## config.mk

```make
export PLATFORM = sky130hd
export DESIGN_NAME = mtbq_mem
export DESIGN_NICKNAME = d
export VERILOG_FILES = /design/src/rtl/move_to_back_dedup_queue_unit_defines.svh /design/src/rtl/mtbq_mem.sv
export SDC_FILE = /design/constraint.sdc
export NUM_CORES = 1
export LEC_CHECK = 0
export BUFFER_PORTS_ARGS = -buffer_cell sky130_fd_sc_hd__buf_2
export CORE_AREA = 2 2 291 178
export CTS_CLUSTER_DIAMETER = 60
export DETAILED_ROUTE_END_ITERATION = 10
export DIE_AREA = 0 0 293 180
export PLACE_DENSITY = 0.61
export SLEW_MARGIN = 40
export SYNTH_ARGS = -nofsm -noshare
export SYNTH_HDL_FRONTEND = slang
export SYNTH_SLANG_ARGS = --single-unit
```

## constraint.sdc

```tcl
create_clock -name clk -period 3.35 [get_ports clk]
set_input_delay 0.335 -clock clk [delete_from_list [all_inputs] [get_ports clk]]
set_output_delay 0.335 -clock clk [all_outputs]
set_load 0.005 [all_outputs]
```

## src/rtl/move_to_back_dedup_queue_unit_defines.svh

```systemverilog
// Assertion macros for the move-to-back dedup queue unit
`ifndef MOVE_TO_BACK_DEDUP_QUEUE_UNIT_DEFINES_SVH
`define MOVE_TO_BACK_DEDUP_QUEUE_UNIT_DEFINES_SVH

// Check a consequence in the same cycle as its trigger
`define MTBQ_ASSERT_SAME(label, clk, rst_n, ante, cons, msg) \
  label: assert property (@(posedge clk) disable iff (!rst_n) (ante) |-> (cons)) \
    else $error(msg);

// Check a consequence in the cycle after its trigger
`define MTBQ_ASSERT_NEXT(label, clk, rst_n, ante, cons, msg) \
  label: assert property (@(posedge clk) disable iff (!rst_n) (ante) |=> (cons)) \
    else $error(msg);

`endif

```

## src/rtl/mtbq_mem.sv

```systemverilog
// Entry storage: one write port, one registered read port
`timescale 1ns / 1ps
module mtbq_mem #(
  parameter int DEPTH      = 16,
  parameter int ELEM_WIDTH = 32
) (
  input  logic                     clk,
  input  logic [$clog2(DEPTH)-1:0] rd_addr,
  output logic [ELEM_WIDTH-1:0]    rd_data,
  input  logic                     wr_en,
  input  logic [$clog2(DEPTH)-1:0] wr_addr,
  input  logic [ELEM_WIDTH-1:0]    wr_data
);

  logic [ELEM_WIDTH-1:0] mem [DEPTH];
  logic [ELEM_WIDTH-1:0] rd_data_r;

  // write one entry
  always_ff @(posedge clk) begin
    if (wr_en) begin
      mem[wr_addr] <= wr_data;
    end
  end

  // register the read word
  always_ff @(posedge clk) begin
    rd_data_r <= mem[rd_addr];
  end

  assign rd_data = rd_data_r;

endmodule
```

==> flow_summary.toml <==
[cts]
ctsHoldBuffers = 0
root_buffer = "clkbuf_16"
cts_tree = "built"
cts_sinks = 544
insertion_delay_ns = 0.57
max-clock-path-buffers = 3
cts_made_buffers = 48
clkTransAtPathRegs_ns = 0.07
post_cts_buffers = 0
h-tree-depth = 2
ctsResizeCount = 0

[global_routing]
grt_start_max_net_pins = 41
track_usage_pct = 15.9
overflow = 0
grt_pass1_wl_mm = 61.9
antenna_found_initial = 2
grt_pass1_vias = 9337

[power_and_ir_drop]
p_leak_nw = 7.35
ir_drop_v = 0.000375
power_density_mw_per_mm2 = 607

[worst_setup_path]
end_kind = "register"
r2r_slack_ns = 1.98
worstReg2RegEnd = "rd_data[18]$_DFF_P_"
startpoint_type = "primary input"
r2r-start = "mem[8][18]$_DFFE_PP_"
r2r_cells = 3
path_max_fanout = 18
arrival_ns = 1.90
crit_required_ns = 3.58
critPathKind = "in2reg"

[timing]
period_minus_slack_ns = 1.67
fin_skew_ns = 0.0106
grt_setup_unrepaired = "false"
finalMaxSlewViolations = 0
setup_violations = 0
worst_pin_slew_ns = 0.844
holdWs_ns = 0.144
max_freq_mhz = 598
slew_headroom_pct = 43.6
finalSetupTns_ns = 0
final_hold_viol_count = 0
fin_crit_sh_pct = 49.9

[place]
gp_congestion = 0.730
portBuffers = 73
place_inst = 1563
dp_hpwl_mm = 25.0

[route]
drt-initial-drc-count = 820
drt_wl_total_mm = 41.6
drc_errors = 0
via_count = 8931
via_per_inst = 5.40
wire_per_inst_um = 25.1
postRouteAntennaNets = 0
first_pass_iters = 5

[synth]
syn_avg_cell_area_um2 = 23.7
synthTopCellsByArea = "edfxtp_1 (77%), mux4_2 (15%), dfxtp_1 (3.2%)"
syn-cell-area_mm2 = 0.0199
synthesis.nets = 880
yosysSeqAreaShare_pct = 80.7
synth_top_area_cell = "edfxtp_1"
synth-seq-cells = 544
postSynthCellCount = 838
yosysWarningCount = 0
ys_types = 18
synth_top_area_share_pct = 77.4

[cells_and_area]
nFillCells = 4154
nets = 995
layout-drive-gt1-share_pct = 33.1
layout_common_cells = "edfxtp_1 (512), mux4_2 (128), buf_2 (71), a22oi_1 (64), clkbuf_16 (49)"
final_cell_count_no_fill = 1654
multiInputGateArea_mm2 = 0.00376
final_common_cell = "edfxtp_1"
area_growth_pct = 15.9
fin_util_pct = 45.8
seqCellArea_mm2 = 0.0160

[die]
die-area_mm2 = 0.0527
core_mm2 = 0.0502
fp.dieH_um = 180
rows = 64
start_util_pct = 39.5
io-pin-count = 74
die_w_um = 293

[worst_hold_path]
min_path_cells = 1
min_to = "mem[14][30]$_DFFE_PP_"
min_from = "wr_data[30]"
hold_path.class = "in2reg"

[status]
status = "finished, final reports clean"

[job]
drv_cap = 0
routing by layer:
metal / wire length (um) / part of all wire, % / vias to the layer above / global-route usage, %
li1: - / - / 3796 / -
met1: 20500 / 49 / 4859 / 25.3
met2: 18400 / 44 / 221 / 23.0
met3: 2110 / 5.1 / 53 / 2.84
met4: 576 / 1.4 / 2 / 3.22
met5: 11 / 0.026 / - / 0
flip-flops by register name, indices dropped and copies added (netlist names):
register and count:
mem 512, rd_data 32
cell type report:
cell class	count	area share [%]
Clock buffer	71	6.08
Sequential cell	544	69.6
Antenna cell	1	0.0109
Tap cell	660	3.59
Multi-Input combinational cell	251	16.3
Clock inverter	19	0.914
Timing Repair Buffer	108	3.48
how the worst max path moves through the flow:
stage,startpoint,end,slack (ns),cells past startpoint
after detailed placement,wr_addr[2],mem[2][17]$_DFFE_PP_,1.08,4
after CTS,wr_addr[2],mem[2][15]$_DFFE_PP_,1.68,4
after global placement,wr_addr[2],mem[3][21]$_DFFE_PP_,1.09,4
after global routing,wr_addr[2],mem[3][19]$_DFFE_PP_,1.61,4
final,wr_addr[2],mem[3][18]$_DFFE_PP_,1.68,4
after floorplan,wr_addr[2],mem[8][0]$_DFFE_PP_,0.14,2
cells by family (layout without fill, tap and decap cells):
kind of cell / after synthesis / in the layout / synth area share [%]
other: 0 / 1 / 0
flip-flops: 544 / 544 / 80.7
AO/OA/AOI/OAI: 64 / 64 / 2.42
buffers and inverters: 43 / 198 / 1.12
multiplexers: 128 / 128 / 14.5
AND/OR/NAND/NOR: 59 / 59 / 1.27
stage by stage:
step	worst slack, ns	cell area, um^2	total power, W
5_1_grt	1.61	23000	0.0144
6_report	1.68	23000	0.0140
2_1_floorplan	0.136	19900	0.00816
4_1_cts	1.68	23000	0.0141
3_3_place_gp	1.09	21400	0.00847
3_5_place_dp	1.08	21400	0.00849
where the power goes:
group / internal [W] / switching (W)
registers: 0.00760 / 0.0000519
logic: 0.000283 / 0.000386
clock network: 0.00322 / 0.00241
total: 0.0111 / 0.00285
cells in the mapped netlist (all sizes together):
cell type and count:
edfxtp 512, mux4 128, a22oi 64, nand2 33
dfxtp 32, buf 26, clkbuf 17, nor2 13
nor3 4, nand2b 2, nand3b 2, nor2b 2
and2 1, nand3 1, or3b 1
critical path, stage by stage:
cell and delay, ns:
buf_2 0.12, or3b_2 0.61, nor2_4 0.43, buf_4 0.40
Power figures use the tool's default switching activity.
